<file path="src/rtl/gpfe_pkg.sv">
// gpfe_pkg: shared types, constants and header table for the GGA field extractor.
// No dependencies; imported by every module of the block.
`default_nettype none

package gpfe_pkg;

    localparam int MAX_FIELD_CHARS = 16;
    localparam int CNT_W           = $clog2(MAX_FIELD_CHARS + 1);

    localparam logic [7:0] CH_DOLLAR = 8'h24;
    localparam logic [7:0] CH_G      = 8'h47;
    localparam logic [7:0] CH_P      = 8'h50;
    localparam logic [7:0] CH_A      = 8'h41;
    localparam logic [7:0] CH_COMMA  = 8'h2C;

    typedef enum logic [3:0] {
        PH_IDLE     = 4'd0,
        PH_HDR1     = 4'd1,
        PH_HDR2     = 4'd2,
        PH_HDR3     = 4'd3,
        PH_HDR4     = 4'd4,
        PH_HDR5     = 4'd5,
        PH_HDR6     = 4'd6,
        PH_SKIPTIME = 4'd7,
        PH_LAT      = 4'd8,
        PH_LATDIR   = 4'd9,
        PH_SKIP     = 4'd10,
        PH_LON      = 4'd11,
        PH_LONDIR   = 4'd12
    } phase_t;

    typedef enum logic [1:0] {
        TAG_LAT_CHAR = 2'd0,
        TAG_LAT_DIR  = 2'd1,
        TAG_LON_CHAR = 2'd2,
        TAG_LON_DIR  = 2'd3
    } tag_t;

    // one result as it leaves the parser
    typedef struct packed {
        logic       valid;
        tag_t       tag;
        logic [7:0] ch;
        logic [3:0] pos;
        logic       trunc;
        logic       done;
    } res_t;

    // expected character for header phases 0..6 ("$GPGGA,")
    function automatic logic [7:0] hdr_char(input logic [2:0] idx);
        logic [7:0] c;
        unique case (idx)
            3'd0:    c = CH_DOLLAR;
            3'd1:    c = CH_G;
            3'd2:    c = CH_P;
            3'd3:    c = CH_G;
            3'd4:    c = CH_G;
            3'd5:    c = CH_A;
            3'd6:    c = CH_COMMA;
            default: c = CH_COMMA;
        endcase
        return c;
    endfunction

endpackage

`default_nettype wire

</file>
<file path="src/rtl/gpfe_parser.sv">
// gpfe_parser: sentence state machine; consumes one byte per step and forms the result.
// Depends on gpfe_pkg.
`default_nettype none

module gpfe_parser (
    input  wire logic            clk,
    input  wire logic            rst_n,
    input  wire logic            step,
    input  wire logic [7:0]      rx_ch,
    output gpfe_pkg::res_t       res
);
    import gpfe_pkg::*;

    phase_t            phase_reg, phase_next;
    logic [CNT_W-1:0]  count_reg, count_next;
    logic              ovf_reg, ovf_next;

    logic is_comma;
    logic has_room;

    assign is_comma = (rx_ch == CH_COMMA);
    assign has_room = (count_reg < CNT_W'(MAX_FIELD_CHARS));

    always_ff @(posedge clk or negedge rst_n) begin
        if (!rst_n) begin
            phase_reg <= PH_IDLE;
            count_reg <= '0;
            ovf_reg   <= 1'b0;
        end else if (step) begin
            phase_reg <= phase_next;
            count_reg <= count_next;
            ovf_reg   <= ovf_next;
        end
    end

    // next state
    always_comb begin
        phase_next = phase_reg;
        count_next = count_reg;
        ovf_next   = ovf_reg;
        unique case (phase_reg)
            PH_IDLE, PH_HDR1, PH_HDR2, PH_HDR3, PH_HDR4, PH_HDR5, PH_HDR6: begin
                if (rx_ch == hdr_char(phase_reg[2:0]))
                    phase_next = phase_t'(phase_reg + 4'd1);
                else
                    phase_next = PH_IDLE;
            end
            PH_SKIPTIME, PH_SKIP: begin
                if (is_comma) begin
                    phase_next = (phase_reg == PH_SKIPTIME) ? PH_LAT : PH_LON;
                    count_next = '0;
                    ovf_next   = 1'b0;
                end
            end
            PH_LAT, PH_LON: begin
                if (is_comma)
                    phase_next = (phase_reg == PH_LAT) ? PH_LATDIR : PH_LONDIR;
                else if (has_room)
                    count_next = count_reg + CNT_W'(1);
                else
                    ovf_next = 1'b1;
            end
            PH_LATDIR, PH_LONDIR: begin
                phase_next = (phase_reg == PH_LATDIR) ? PH_SKIP : PH_IDLE;
                count_next = '0;
                ovf_next   = 1'b0;
            end
            default: begin
                // unused codes behave as idle
                phase_next = (rx_ch == CH_DOLLAR) ? PH_HDR1 : PH_IDLE;
            end
        endcase
    end

    // result
    always_comb begin
        res.valid = 1'b0;
        res.tag   = TAG_LAT_CHAR;
        res.ch    = rx_ch;
        res.pos   = 4'd0;
        res.trunc = 1'b0;
        res.done  = 1'b0;
        unique case (phase_reg)
            PH_LAT, PH_LON: begin
                res.valid = !is_comma && has_room;
                res.tag   = (phase_reg == PH_LAT) ? TAG_LAT_CHAR : TAG_LON_CHAR;
                res.pos   = count_reg[3:0];
            end
            PH_LATDIR, PH_LONDIR: begin
                res.valid = 1'b1;
                res.tag   = (phase_reg == PH_LATDIR) ? TAG_LAT_DIR : TAG_LON_DIR;
                res.trunc = ovf_reg;
                res.done  = (phase_reg == PH_LONDIR);
            end
            default: begin
                res.valid = 1'b0;
            end
        endcase
    end

endmodule

`default_nettype wire

</file>
<file path="src/rtl/gga_position_field_extractor_unit.sv">
// gga_position_field_extractor_unit: top level, input register, parser and result register.
// Depends on gpfe_pkg and gpfe_parser.
`default_nettype none

// Scans a stream of received serial bytes for a "$GPGGA," header, skips the
// time field, and returns the latitude characters, the latitude direction
// byte, the longitude characters and the longitude direction byte, one result
// per character; the longitude direction result has sentence_done set. A
// byte that breaks the header is consumed and sends the scan back to idle.
// Field commas and the skipped bytes produce no result. At most
// MAX_FIELD_CHARS (16) characters of a coordinate field are returned; the
// rest are dropped and field_truncated is raised on the direction result
// that follows. Throughput is one byte per clock unless results stall: a
// request is registered on acceptance, handed to the parser once the result
// register is empty or being taken, and its result, if any, lands in the
// result register. rx_ready falls only while the result register is full and
// not being taken, so the input stage holds one request in that case. No
// clearing pass is needed after reset.
module gga_position_field_extractor_unit (
    input  wire logic       clk,
    input  wire logic       rst_n,
    input  wire logic       rx_valid,
    output logic            rx_ready,
    input  wire logic [7:0] rx_byte,
    output logic            res_valid,
    input  wire logic       res_ready,
    output logic [1:0]      field_tag,
    output logic [7:0]      char_out,
    output logic [3:0]      char_pos,
    output logic            field_truncated,
    output logic            sentence_done
);
    import gpfe_pkg::*;

    // input stage
    logic       in_vld_reg;
    logic [7:0] in_byte_reg;

    // result stage
    logic       out_vld_reg, out_vld_next;
    res_t       out_reg;

    res_t       res;
    logic       step;     // input stage item handed to the parser this cycle
    logic       rx_take;

    assign step     = in_vld_reg && (!out_vld_reg || res_ready);
    assign rx_ready = !in_vld_reg || step;
    assign rx_take  = rx_valid && rx_ready;

    always_ff @(posedge clk or negedge rst_n) begin
        if (!rst_n)
            in_vld_reg <= 1'b0;
        else if (rx_ready)
            in_vld_reg <= rx_valid;
    end

    always_ff @(posedge clk) begin
        if (rx_take)
            in_byte_reg <= rx_byte;
    end

    gpfe_parser u_parser (
        .clk   (clk),
        .rst_n (rst_n),
        .step  (step),
        .rx_ch (in_byte_reg),
        .res   (res)
    );

    // result register: loads on a step, drains when taken
    always_comb begin
        out_vld_next = out_vld_reg;
        if (step)
            out_vld_next = res.valid;
        else if (res_ready)
            out_vld_next = 1'b0;
    end

    always_ff @(posedge clk or negedge rst_n) begin
        if (!rst_n)
            out_vld_reg <= 1'b0;
        else
            out_vld_reg <= out_vld_next;
    end

    always_ff @(posedge clk) begin
        if (step && res.valid)
            out_reg <= res;
    end

    assign res_valid       = out_vld_reg;
    assign field_tag       = out_reg.tag;
    assign char_out        = out_reg.ch;
    assign char_pos        = out_reg.pos;
    assign field_truncated = out_reg.trunc;
    assign sentence_done   = out_reg.done;

endmodule

`default_nettype wire

</file>
<file path="config.mk">
export PLATFORM = sky130hd
export DESIGN_NAME = gga_position_field_extractor_unit
export DESIGN_NICKNAME = d
export VERILOG_FILES = /design/src/rtl/gpfe_pkg.sv /design/src/rtl/gpfe_parser.sv /design/src/rtl/gga_position_field_extractor_unit.sv
export SDC_FILE = /design/constraint.sdc
export NUM_CORES = 1
export LEC_CHECK = 0
export ABC_CLOCK_PERIOD_IN_PS = 6500
export BUFFER_PORTS_ARGS = -buffer_cell sky130_fd_sc_hd__buf_2
export CORE_MARGIN = 2
export CORE_UTILIZATION = 50
export CTS_CLUSTER_SIZE = 16
export DETAILED_ROUTE_END_ITERATION = 12
export PLACE_DENSITY_LB_ADDON = 0.3
export SYNTH_ARGS = -nofsm -noshare
export SYNTH_HDL_FRONTEND = slang
export SYNTH_SLANG_ARGS = --single-unit
</file>
<file path="constraint.sdc">
create_clock -name clk -period 6.5 [get_ports clk]
set_input_delay 1.3 -clock clk [delete_from_list [all_inputs] [get_ports clk]]
set_output_delay 1.3 -clock clk [all_outputs]
set_load 0.01 [all_outputs]
</file>
==> results of run 1 <==
[logic make-up (layout without fill, tap and decap cells)]
logic type               Yosys count  in the layout  synth area share
flip-flops                        36             36             0.510
AO/OA/AOI/OAI                     43             43             0.163
XOR/XNOR                           4              4            0.0175
multiplexers                       4              4            0.0200
adder cells (fa/ha/maj)            6              6            0.0375
buffers and inverters             12             41            0.0306
AND/OR/NAND/NOR                   76             76             0.221
[cell usage in the layout, fill, tap and decap left out, types with 3 or more instances in the layout]
master	count
sky130_fd_sc_hd__inv_1	4
sky130_fd_sc_hd__nand4_1	3
sky130_fd_sc_hd__ha_1	6
sky130_fd_sc_hd__nor2_1	14
sky130_fd_sc_hd__nor3b_1	3
sky130_fd_sc_hd__edfxtp_1	24
sky130_fd_sc_hd__a31oi_1	4
sky130_fd_sc_hd__nor3_1	7
sky130_fd_sc_hd__nor2b_1	5
sky130_fd_sc_hd__nand2_1	10
sky130_fd_sc_hd__o21ai_0	4
sky130_fd_sc_hd__and2_1	9
sky130_fd_sc_hd__a21oi_1	8
sky130_fd_sc_hd__nand2b_1	9
sky130_fd_sc_hd__nand3_1	4
sky130_fd_sc_hd__buf_2	29
sky130_fd_sc_hd__mux2i_1	4
sky130_fd_sc_hd__dfrtp_1	12
sky130_fd_sc_hd__clkbuf_8	5
sky130_fd_sc_hd__o21ai_1	6
[per-layer routing]
layer	up-vias	global-route usage	share of wire
met3	8	0.0533	0.064
li1	725	-	-
met5	-	0	0
met2	47	0.286	0.46
met1	687	0.240	0.46
met4	0	0.0918	0.022
[stage by stage]
stage	setup slack [ns]	utilization	hold slack (ns)	area [µm²]	power, W
final	3.24	0.599	0.503	2240	0.000461
after global routing	2.92	0.599	0.542	2240	0.000485
after CTS	3.22	0.599	0.510	2240	0.000466
after detailed placement	3.23	0.577	0.495	2160	0.000317
after global placement	3.25	0.577	0.485	2160	0.000315
after floorplan	3.50	-	0.454	2000	0.000302
[power breakdown]
| group | internal (W) | switching, W | total (W) |
|---|---|---|---|
| Combinational | 0.0000251 | 0.0000298 | 0.0000549 |
| Sequential | 0.000249 | 0.00000884 | 0.000258 |
| Clock | 0.0000750 | 0.0000733 | 0.000148 |
[cell usage after synthesis (2+ instances only)]
master / number / share of area
sky130_fd_sc_hd__inv_1: 4 / 0.0075
sky130_fd_sc_hd__a31oi_1: 4 / 0.013
sky130_fd_sc_hd__and2_1: 9 / 0.028
sky130_fd_sc_hd__dfrtp_1: 12 / 0.15
sky130_fd_sc_hd__xor2_1: 2 / 0.0088
sky130_fd_sc_hd__nand4_1: 3 / 0.0094
sky130_fd_sc_hd__ha_1: 6 / 0.038
sky130_fd_sc_hd__o22ai_1: 2 / 0.0063
sky130_fd_sc_hd__or3_1: 2 / 0.0063
sky130_fd_sc_hd__nand2b_1: 9 / 0.028
sky130_fd_sc_hd__mux2i_1: 4 / 0.020
sky130_fd_sc_hd__nor2b_1: 5 / 0.016
sky130_fd_sc_hd__nor2_1: 14 / 0.026
sky130_fd_sc_hd__nor4_1: 2 / 0.0063
sky130_fd_sc_hd__nand3_1: 4 / 0.010
sky130_fd_sc_hd__xnor2_1: 2 / 0.0088
sky130_fd_sc_hd__nor3b_1: 3 / 0.011
sky130_fd_sc_hd__a21oi_1: 8 / 0.020
sky130_fd_sc_hd__nand2_1: 10 / 0.019
sky130_fd_sc_hd__and3_1: 2 / 0.0063
sky130_fd_sc_hd__a211oi_1: 2 / 0.0075
sky130_fd_sc_hd__o21ai_1: 6 / 0.015
sky130_fd_sc_hd__buf_2: 7 / 0.018
sky130_fd_sc_hd__edfxtp_1: 24 / 0.36
sky130_fd_sc_hd__o21ai_0: 4 / 0.010
sky130_fd_sc_hd__nor3_1: 7 / 0.018
[cell type report]
| cell class | instances | area (µm²) |
|---|---|---|
| multi-input combinational | 133 | 918 |
| timing repair buffer | 29 | 145 |
| tap | 48 | 60.1 |
| clock buffer | 7 | 76.3 |
| fill | 322 | 1500 |
| sequential | 36 | 1020 |
| clock inverter | 1 | 5.00 |
| inverter | 4 | 15.0 |
[worst max-delay path by stage]
stage | start | end | slack, ns | cells after the start
after floorplan | res_ready | rx_ready | 3.50 | 2
after global placement | res_ready | rx_ready | 3.25 | 4
after CTS | res_ready | rx_ready | 3.22 | 4
after global routing | u_parser.phase_reg[1]$_DFFE_PN0P_ | field_tag[1]$_DFFE_PP_ | 2.92 | 6
after detailed placement | res_ready | rx_ready | 3.23 | 4
final | res_ready | rx_ready | 3.24 | 4
[critical path, stage by stage]
cell and delay, ns:
sky130_fd_sc_hd__buf_2 0.10, sky130_fd_sc_hd__nor2b_1 0.27, sky130_fd_sc_hd__nand2_1 0.13, sky130_fd_sc_hd__buf_2 0.16
==> metrics.json, run 1 <==
{
  "status": "finished clean",
  "grt_pass1_wl_um": 6110,
  "finalWorstPathRequiredPeriod_ns": 3.26,
  "finalHoldViolations": 0,
  "drv_slew": 0,
  "antenna_cells_inserted": 0,
  "die_x_um": 67.3,
  "dpl.cell_count": 250,
  "gr-total-overflow": 0,
  "area_growth_syn_to_layout_pct": 12.0,
  "place.gp.congestion": 0.862,
  "synthArstFlopShare": 0.333,
  "dpl.hpwl_um": 2790,
  "worstSetupPathType": "input port to output pin",
  "route.detailed.drc": 0,
  "layout_worst_path_cycle_share": 0.501,
  "timing.hold.worst.start": "u_parser.ovf_reg$_DFFE_PN0P_",
  "worstPathMaxFanout": 3,
  "cts_max_level": 2,
  "clk_pin_slew_ns": 0.06,
  "worst-r2r-setup-slack_ns": 3.26,
  "cts_root_buf": "sky130_fd_sc_hd__clkbuf_8",
  "hold-path-cell-count": 2,
  "setup_viol": 0,
  "timing.clock.skew_ns": 0.00292,
  "placementRows": 22,
  "drt-vias-per-instance": 5.69,
  "floorplan.die.height_um": 67.3,
  "floorplan.io_pins": 30,
  "endpoint_kind": "output pin",
  "grt_start_max_net_pins": 28,
  "min_path_type": "flop to flop",
  "final_nets": 227,
  "synth-seq-area-share": 0.510,
  "num_vias": 1467,
  "global_route.usage.total": 0.186,
  "post_cts_hold_buffer_count": 0,
  "synth.yosys.warnings": 0,
  "pwr_density_cell_nw_per_um2": 206,
  "worst_skew_pair.late_latency_ns": 0.29,
  "timing.slew.headroom": 0.176,
  "die-area_um2": 4520,
  "synth_area_um2": 2000,
  "worst-slew-pin-transition_ns": 1.23,
  "core_region_area_um2": 3740,
  "timing.critical_path.from_type": "input port",
  "setup_total_negative_slack_ns": 0,
  "first_global_vias": 1381,
  "worst_r2r_endpoint": "field_tag[1]$_DFFE_PP_",
  "synth_edf_count": 24,
  "synthesis.instances": 181,
  "clock_sink_count": 36,
  "cts_tree": "built",
  "initial_utilization": 0.534,
  "portBuffers": 29,
  "synth_top_flop_cell": "sky130_fd_sc_hd__edfxtp_1",
  "detail_route.wirelength_um": 3650,
  "avgSynthCellArea_um2": 11.1,
  "wire_per_inst_um": 14.2,
  "r2r_startpoint": "u_parser.phase_reg[1]$_DFFE_PN0P_",
  "vdd.ir_drop.worst_v": 0.000156,
  "power.leakage_nw": 0.890,
  "layout.cells.non_filler": 258,
  "drt_iter0_drc": 49,
  "unrepaired_setup_endpoints_after_global_routing": "no",
  "critPathArrivalTime_ns": 1.96,
  "clock_tree.buffer_depth": 2,
  "fmax_ghz": 0.307,
  "synth_nets": 199,
  "dr.pass1.iters": 4,
  "tritoncts.num_buffers": 5,
  "worst_r2r_path_depth": 6,
  "post_cts_setup_buffers": 0,
  "route.antenna.remaining_nets": 0,
  "library_cells_used_by_synthesis": 50,
  "grt_antenna_before_repair": 0,
  "synth-seq-cells": 36,
  "required_ns": 5.20,
  "max_cap_viol": 0,
  "post_cts_resized": 0,
  "post_route_cells_drive_above_1_share": 0.210,
  "whs_endpoint": "u_parser.ovf_reg$_DFFE_PN0P_"
}
(Power assumes the default switching activity.)
==> run 2: changes to the inputs <==
--- a/config.mk
+++ b/config.mk
@@ -5,7 +5,7 @@
 export SDC_FILE = /design/constraint.sdc
 export NUM_CORES = 1
 export LEC_CHECK = 0
-export ABC_CLOCK_PERIOD_IN_PS = 6500
+export ABC_CLOCK_PERIOD_IN_PS = 3000
 export BUFFER_PORTS_ARGS = -buffer_cell sky130_fd_sc_hd__buf_2
 export CORE_MARGIN = 2
 export CORE_UTILIZATION = 50
==> constraint.sdc (replaced) <==
create_clock -name clk -period 3 [get_ports clk]
set_input_delay 0.6 -clock clk [delete_from_list [all_inputs] [get_ports clk]]
set_output_delay 0.6 -clock clk [all_outputs]
set_load 0.01 [all_outputs]
==> metrics.json, run 2 (same netlist as run 1, synthesis figures left out) <==
{
  "dpl_cell_area": {"value": 2170, "unit": "µm²", "change": "was 2160 µm²"},
  "antenna_cells_inserted": {"value": 0, "change": "unchanged"},
  "pre_cts_slack": {"value": 0.513, "unit": "ns", "change": "was 3.23 ns"},
  "timing.slew.headroom": {"value": 0.574, "change": "was 0.176"},
  "floorplan.io_pins": {"value": 30, "change": "unchanged"},
  "pwr_density_cell": {"value": 480, "unit": "nW/µm²", "change": "was 206 nW/µm²"},
  "worstPathMaxFanout": {"value": 16, "change": "was 3"},
  "dpl.cell_count": {"value": 252, "change": "was 250"},
  "setup_viol": {"value": 0, "change": "unchanged"},
  "layout_worst_path_cycle_share": 0.859,
  "global_route.usage.total": {"value": 0.194, "change": "was 0.186"},
  "placementRows": {"value": 22, "change": "unchanged"},
  "route.antenna.remaining_nets": {"value": 0, "change": "unchanged"},
  "vdd.ir_drop.worst": {"value": 0.000382, "unit": "V", "change": "was 0.000156 V"},
  "wire_per_inst": {"value": 14.8, "unit": "µm", "change": "was 14.2 µm"},
  "portBuffers": {"value": 29, "change": "unchanged"},
  "final_nets": {"value": 229, "change": "was 227"},
  "post_cts_hold_buffer_count": {"value": 0, "change": "unchanged"},
  "die_x": {"value": 67.3, "unit": "µm", "change": "unchanged"},
  "critPathArrivalTime": {"value": 2.56, "unit": "ns", "change": "was 1.96 ns"},
  "unrepaired_setup_endpoints_after_global_routing": {"value": "no", "change": "unchanged"},
  "timing.clock.skew": {"value": 0.00735, "unit": "ns", "change": "was 0.00292 ns"},
  "post_cts_resized": {"value": 0, "change": "unchanged"},
  "worst_r2r_endpoint": {"value": "sentence_done$_SDFFCE_PP0P_", "change": "was field_tag[1]$_DFFE_PP_"},
  "initial_utilization": {"value": 0.534, "change": "unchanged"},
  "min_path_type": {"value": "input port to async pin", "change": "was flop to flop"},
  "drt-vias-per-instance": {"value": 5.75, "change": "was 5.69"},
  "worst-r2r-setup-slack": {"value": 0.42, "unit": "ns", "change": "was 3.26 ns"},
  "first_global_vias": {"value": 1371, "change": "was 1381"},
  "commonest_non_fill_non_tap_cell_in_the_layout": {"value": "sky130_fd_sc_hd__buf_2", "change": "unchanged"},
  "finalWorstPathRequiredPeriod_ns": 2.58,
  "drv_slew": {"value": 0, "change": "unchanged"},
  "worst_skew_pair.late_latency": {"value": 0.30, "unit": "ns", "change": "was 0.29 ns"},
  "cts_root_buf": {"value": "sky130_fd_sc_hd__clkbuf_8", "change": "unchanged"},
  "setup_total_negative_slack": {"value": 0, "unit": "ns", "change": "unchanged"},
  "num_vias": {"value": 1494, "change": "was 1467"},
  "finalHoldViolations": {"value": 0, "change": "unchanged"},
  "drt_iter0_drc": {"value": 92, "change": "was 49"},
  "clock_sink_count": {"value": 36, "change": "unchanged"},
  "fin_ws": {"value": 0.423, "unit": "ns", "change": "was 3.24 ns"},
  "r2r_startpoint": {"value": "u_parser.phase_reg[1]$_DFFE_PN0P_", "change": "unchanged"},
  "critPathMostFrequentCell": {"value": "sky130_fd_sc_hd__nor2_1", "change": "was sky130_fd_sc_hd__buf_2"},
  "detail_route.wirelength": {"value": 3850, "unit": "µm", "change": "was 3650 µm"},
  "grt_start_max_net_pins": {"value": 17, "change": "was 28"},
  "post_cts_setup_buffers": {"value": 0, "change": "unchanged"},
  "endpoint_kind": {"value": "flop", "change": "was output pin"},
  "floorplan.die.height": {"value": 67.3, "unit": "µm", "change": "unchanged"},
  "cpLargestDelayFamily": {"value": "simple AND/OR/NAND/NOR gates", "change": "unchanged"},
  "post_route_cells_drive_above_1_share": {"value": 0.222, "change": "was 0.210"},
  "cts_max_level": {"value": 2, "change": "unchanged"},
  "worst-slew-pin-transition": {"value": 0.637, "unit": "ns", "change": "was 1.23 ns"},
  "max_cap_viol": {"value": 0, "change": "unchanged"},
  "grt_antenna_before_repair": {"value": 0, "change": "unchanged"},
  "worst_path_max_delay_cell": {"value": "sky130_fd_sc_hd__nor2_1", "change": "was sky130_fd_sc_hd__nor2b_1"},
  "die-area": {"value": 4520, "unit": "µm²", "change": "unchanged"},
  "worst_path_largest_cell_delay": {"value": 0.52, "unit": "ns", "change": "was 0.27 ns"},
  "tritoncts.num_buffers": {"value": 5, "change": "unchanged"},
  "most-common-layout-cells": {"value": "sky130_fd_sc_hd__buf_2, sky130_fd_sc_hd__edfxtp_1, sky130_fd_sc_hd__nor2_1, sky130_fd_sc_hd__dfrtp_1, sky130_fd_sc_hd__nand2_1", "change": "unchanged"},
  "clk_pin_slew": {"value": 0.07, "unit": "ns", "change": "was 0.06 ns"},
  "route.detailed.drc": {"value": 0, "change": "unchanged"},
  "dpl.hpwl": {"value": 2920, "unit": "µm", "change": "was 2790 µm"},
  "final_std_cell_area_no_fill": {"value": 2280, "unit": "µm²", "change": "was 2240 µm²"},
  "required": {"value": 2.99, "unit": "ns", "change": "was 5.20 ns"},
  "cp_cell_sequence": {"value": "inv_1, ha_1, nor2_1, nor2_1, a21oi_1, nor2_1, buf_4", "change": "was buf_2, nor2b_1, nand2_1, buf_2"},
  "gr-total-overflow": {"value": 0, "change": "unchanged"},
  "cts_tree": {"value": "built", "change": "unchanged"},
  "status": {"value": "finished clean", "change": "unchanged"},
  "power.leakage": {"value": 0.914, "unit": "nW", "change": "was 0.890 nW"},
  "area_growth_syn_to_layout": {"value": 14.1, "unit": "%", "change": "was 12.0%"},
  "core_region_area": {"value": 3740, "unit": "µm²", "change": "unchanged"},
  "place.gp.congestion": {"value": 0.925, "change": "was 0.862"},
  "fmax_ghz": 0.388,
  "crit_buf_inv": {"value": 2, "change": "unchanged"},
  "grt_pass1_wl": {"value": 6420, "unit": "µm", "change": "was 6110 µm"},
  "layout.cells.non_filler": {"value": 260, "change": "was 258"},
  "clock_tree.buffer_depth": {"value": 2, "change": "unchanged"},
  "dr.pass1.iters": {"value": 4, "change": "unchanged"},
  "worst_r2r_path_depth": {"value": 7, "change": "was 6"},
  "worstSetupPathType": {"value": "flop to flop", "change": "was input port to output pin"},
  "timing.critical_path.from_type": {"value": "flop", "change": "was input port"}
}
## run 2: how the worst max path moves through the flow
stage,startpoint,end,slack [ns],cells past startpoint
floorplan,u_parser.phase_reg[1]$_DFFE_PN0P_,char_out[0]$_DFFE_PP_,0.46,9
global placement,u_parser.phase_reg[1]$_DFFE_PN0P_,char_out[0]$_DFFE_PP_,0.64,7
detailed placement,u_parser.phase_reg[1]$_DFFE_PN0P_,char_out[2]$_DFFE_PP_,0.51,7
CTS,u_parser.phase_reg[1]$_DFFE_PN0P_,sentence_done$_SDFFCE_PP0P_,0.47,7
global route,u_parser.phase_reg[1]$_DFFE_PN0P_,char_out[5]$_DFFE_PP_,0.23,7
finish,u_parser.phase_reg[1]$_DFFE_PN0P_,sentence_done$_SDFFCE_PP0P_,0.42,7
## run 2: stage by stage
| stage | hold slack (ns) | total power, W | util |
|---|---|---|---|
| floorplan | 0.304 | 0.000653 | - |
| global placement | 0.485 | 0.000681 | 0.581 |
| detailed placement | 0.494 | 0.000686 | 0.581 |
| CTS | 0.179 | 0.00110 | 0.610 |
| global route | 0.192 | 0.00114 | 0.610 |
| finish | 0.171 | 0.00109 | 0.610 |
## run 2: cell type report
cell class                 count  area, µm²
fill                         331       1460
sequential                    36       1020
clock inverter                 2       35.0
tap                           48       60.1
inverter                       4       15.0
multi-input combinational    133        918
clock buffer                   6       72.6
timing repair buffer          31        160
## run 2: per-layer routing
layer	vias up	wire [µm]	track usage
met1	704	1740	0.261
li1	732	-	-
met4	0	65	0.0765
met3	8	257	0.0600
met5	-	0	0
met2	50	1790	0.292
## run 2: report_power, final
part	total [W]	leakage [nW]	switching, W	internal [W]
registers	0.000559	0.404	0.0000192	0.000540
logic	0.000119	0.455	0.0000644	0.0000544
clock network	0.000416	0.0552	0.000170	0.000246
## run 2: worst reg2reg max path: stages (launching register included)
cell                      delay, ns
sky130_fd_sc_hd__dfrtp_1       0.51
sky130_fd_sc_hd__inv_1         0.19
sky130_fd_sc_hd__ha_1          0.36
sky130_fd_sc_hd__nor2_1        0.10
sky130_fd_sc_hd__nor2_1        0.52
sky130_fd_sc_hd__a21oi_1       0.19
sky130_fd_sc_hd__nor2_1        0.15
sky130_fd_sc_hd__buf_4         0.25
==> run 3: changes to the inputs <==
--- a/config.mk
+++ b/config.mk
@@ -7,6 +7,7 @@
 export LEC_CHECK = 0
 export ABC_CLOCK_PERIOD_IN_PS = 3000
 export BUFFER_PORTS_ARGS = -buffer_cell sky130_fd_sc_hd__buf_2
+export CORE_ASPECT_RATIO = 0.9
 export CORE_MARGIN = 2
 export CORE_UTILIZATION = 50
 export CTS_CLUSTER_SIZE = 16
==> metrics.json, run 3 (same netlist as run 1, synthesis figures left out) <==
{
  "dpl.hpwl": {"value": 2930, "unit": "µm", "change": "was 2920 µm"},
  "max_cap_viol": {"value": 0, "change": "unchanged"},
  "postLayoutCoreUtil": {"value": 0.594, "change": "was 0.610"},
  "first_global_vias": {"value": 1365, "change": "was 1371"},
  "power.leakage": {"value": 0.896, "unit": "nW", "change": "was 0.914 nW"},
  "required": {"value": 3.18, "unit": "ns", "change": "was 2.99 ns"},
  "cp_cell_sequence": {"value": "inv_1, ha_1, nor3_1, o21bai_4, a2111oi_1, o22a_1, o21ai_1", "change": "was inv_1, ha_1, nor2_1, nor2_1, a21oi_1, nor2_1, buf_4"},
  "wire_per_inst": {"value": 15.5, "unit": "µm", "change": "was 14.8 µm"},
  "setup_viol": {"value": 0, "change": "unchanged"},
  "final_nets": {"value": 228, "change": "was 229"},
  "fmax": {"value": 0.384, "unit": "GHz", "change": "was 0.388 GHz"},
  "fill_cells": {"value": 329, "change": "was 331"},
  "timing.slew.headroom": {"value": 0.495, "change": "was 0.574"},
  "timing.critical_path.from_type": {"value": "flop", "change": "unchanged"},
  "worst_path_largest_cell_delay": {"value": 0.60, "unit": "ns", "change": "was 0.52 ns"},
  "worstPathMaxFanout": {"value": 13, "change": "was 16"},
  "layout_worst_path_cycle_share": {"value": 0.869, "change": "was 0.859"},
  "pwr_density_cell": {"value": 448, "unit": "nW/µm²", "change": "was 480 nW/µm²"},
  "place.gp.congestion": {"value": 0.979, "change": "was 0.925"},
  "dr.pass1.iters": {"value": 5, "change": "was 4"},
  "vdd.ir_drop.worst": {"value": 0.000382, "unit": "V", "change": "about the same"},
  "antenna_cells_inserted": {"value": 0, "change": "unchanged"},
  "finalWorstPathRequiredPeriod": {"value": 2.61, "unit": "ns", "change": "was 2.58 ns"},
  "finalHoldViolations": {"value": 0, "change": "unchanged"},
  "cts_root_buf": {"value": "sky130_fd_sc_hd__clkbuf_8", "change": "unchanged"},
  "floorplan.io_pins": {"value": 30, "change": "unchanged"},
  "timing.clock.skew": {"value": 0.0109, "unit": "ns", "change": "was 0.00735 ns"},
  "critPathArrivalTime": {"value": 2.79, "unit": "ns", "change": "was 2.56 ns"},
  "most-common-layout-cells": {"value": "sky130_fd_sc_hd__buf_2, sky130_fd_sc_hd__edfxtp_1, sky130_fd_sc_hd__nor2_1, sky130_fd_sc_hd__dfrtp_1, sky130_fd_sc_hd__nand2_1", "change": "unchanged"},
  "endpoint_kind": {"value": "flop", "change": "unchanged"},
  "tritoncts.num_buffers": {"value": 5, "change": "unchanged"},
  "worst_skew_pair.late_latency": {"value": 0.29, "unit": "ns", "change": "was 0.30 ns"},
  "cts_max_level": {"value": 2, "change": "unchanged"},
  "post_route_cells_drive_above_1_share": {"value": 0.213, "change": "was 0.222"},
  "setup_total_negative_slack": {"value": 0, "unit": "ns", "change": "unchanged"},
  "route.antenna.remaining_nets": {"value": 0, "change": "unchanged"},
  "placementRows": {"value": 21, "change": "was 22"},
  "drt-vias-per-instance": {"value": 5.84, "change": "was 5.75"},
  "min_path_type": {"value": "input port to async pin", "change": "unchanged"},
  "portBuffers": {"value": 29, "change": "unchanged"},
  "unrepaired_setup_endpoints_after_global_routing": {"value": "no", "change": "unchanged"},
  "worst-slew-pin-transition": {"value": 0.758, "unit": "ns", "change": "was 0.637 ns"},
  "core_region_area": {"value": 3780, "unit": "µm²", "change": "was 3740 µm²"},
  "floorplan.die.height": {"value": 64.0, "unit": "µm", "change": "was 67.3 µm"},
  "num_vias": {"value": 1500, "change": "was 1494"},
  "die_x": {"value": 70.7, "unit": "µm", "change": "was 67.3 µm"},
  "area_growth_syn_to_layout": {"value": 12.3, "unit": "%", "change": "was 14.1%"},
  "worstSetupPathType": {"value": "flop to flop", "change": "unchanged"},
  "grt_antenna_before_repair": {"value": 0, "change": "unchanged"},
  "grt_pass1_wl": {"value": 6710, "unit": "µm", "change": "was 6420 µm"},
  "post_cts_hold_buffer_count": {"value": 0, "change": "unchanged"},
  "status": {"value": "finished clean", "change": "unchanged"},
  "global_route.usage.total": {"value": 0.190, "change": "was 0.194"},
  "detail_route.wirelength": {"value": 3990, "unit": "µm", "change": "was 3850 µm"},
  "clock_sink_count": {"value": 36, "change": "unchanged"},
  "commonest_non_fill_non_tap_cell_in_the_layout": {"value": "sky130_fd_sc_hd__buf_2", "change": "unchanged"},
  "initial_utilization": {"value": 0.529, "change": "was 0.534"},
  "post_cts_resized": {"value": 0, "change": "unchanged"},
  "clk_pin_slew": {"value": 0.07, "unit": "ns", "change": "about the same"},
  "drv_slew": {"value": 0, "change": "unchanged"},
  "grt_start_max_net_pins": {"value": 28, "change": "was 17"},
  "worst_path_max_delay_cell": {"value": "sky130_fd_sc_hd__a2111oi_1", "change": "was sky130_fd_sc_hd__nor2_1"},
  "cts_tree": {"value": "built", "change": "unchanged"},
  "route.detailed.drc": {"value": 0, "change": "unchanged"},
  "gr-total-overflow": {"value": 0, "change": "unchanged"},
  "post_cts_setup_buffers": {"value": 0, "change": "unchanged"},
  "die-area": {"value": 4520, "unit": "µm²", "change": "about the same"},
  "clock_tree.buffer_depth": {"value": 2, "change": "unchanged"},
  "drt_iter0_drc": {"value": 191, "change": "was 92"}
}
## run 3: changes by cell type in the layout (fill, tap and decap cells not counted), sizes merged
cell / before / now
buf: 31 / 30
bufinv: 1 / 0
clkbuf: 6 / 7
## run 3: power breakdown
part | internal [W] | leakage, nW | total, W | switching (W)
Clock | 0.000163 | 0.0422 | 0.000324 | 0.000162
Sequential | 0.000540 | 0.404 | 0.000560 | 0.0000200
Combinational | 0.0000546 | 0.450 | 0.000121 | 0.0000665
Total | 0.000757 | 0.896 | 0.00101 | 0.000248
## run 3: cell type report
| class | count | area (µm²) | area share |
|---|---|---|---|
| clock buffers | 7 | 76.3 | 0.0340 |
| well taps | 46 | 57.6 | 0.0256 |
| multi-input cells | 133 | 918 | 0.409 |
| flip-flops and latches | 36 | 1020 | 0.455 |
| repair buffers | 30 | 153 | 0.0680 |
| inverters | 4 | 15.0 | 0.00669 |
| clock inverters | 1 | 5.00 | 0.00223 |
## run 3: critical path, delay by kind of cell (launching register included)
kind,cells,cell delay (ns)
DFF,1,0.59
and+or+nand+nor,1,0.35
buffers and inverters,1,0.18
AOI/OAI and AO/OA,4,1.03
adders and majority gates,1,0.33
## run 3: worst paths after layout
kind                                                    from                                 to  slack [ns]  cells past startpoint
setup / recovery           u_parser.phase_reg[1]$_DFFE_PN0P_  u_parser.phase_reg[0]$_DFFE_PN0P_        0.39                      7
max in group asynchronous                              rst_n  u_parser.phase_reg[2]$_DFFE_PN0P_        2.60                      1
hold reg to reg                 u_parser.ovf_reg$_DFFE_PN0P_       u_parser.ovf_reg$_DFFE_PN0P_        0.51                      2
hold / removal                                         rst_n  u_parser.phase_reg[1]$_DFFE_PN0P_        0.17                      1
min in group clk                                  rx_byte[2]           in_byte_reg[2]$_DFFE_PP_        0.47                      1
setup reg to reg           u_parser.phase_reg[1]$_DFFE_PN0P_  u_parser.phase_reg[0]$_DFFE_PN0P_        0.39                      7
## run 3: routing by layer
| layer | wire, µm | vias to the layer above | GRT usage |
|---|---|---|---|
| li1 | - | 727 | - |
| met1 | 1820 | 712 | 0.273 |
| met5 | 0 | - | 0 |
| met2 | 1850 | 56 | 0.284 |
| met4 | 51 | 0 | 0.0495 |
| met3 | 275 | 5 | 0.0536 |
## run 3: per-stage QoR
stage	setup WS [ns]	instances	total power [W]	area (µm²)	hold WS, ns
floorplan	0.460	181	0.000653	2000	0.304
global placement	0.657	249	0.000681	2160	0.482
detailed placement	0.451	249	0.000688	2160	0.493
CTS	0.404	257	0.00100	2250	0.182
global route	0.126	257	0.00105	2250	0.195
finish	0.393	257	0.00101	2250	0.174
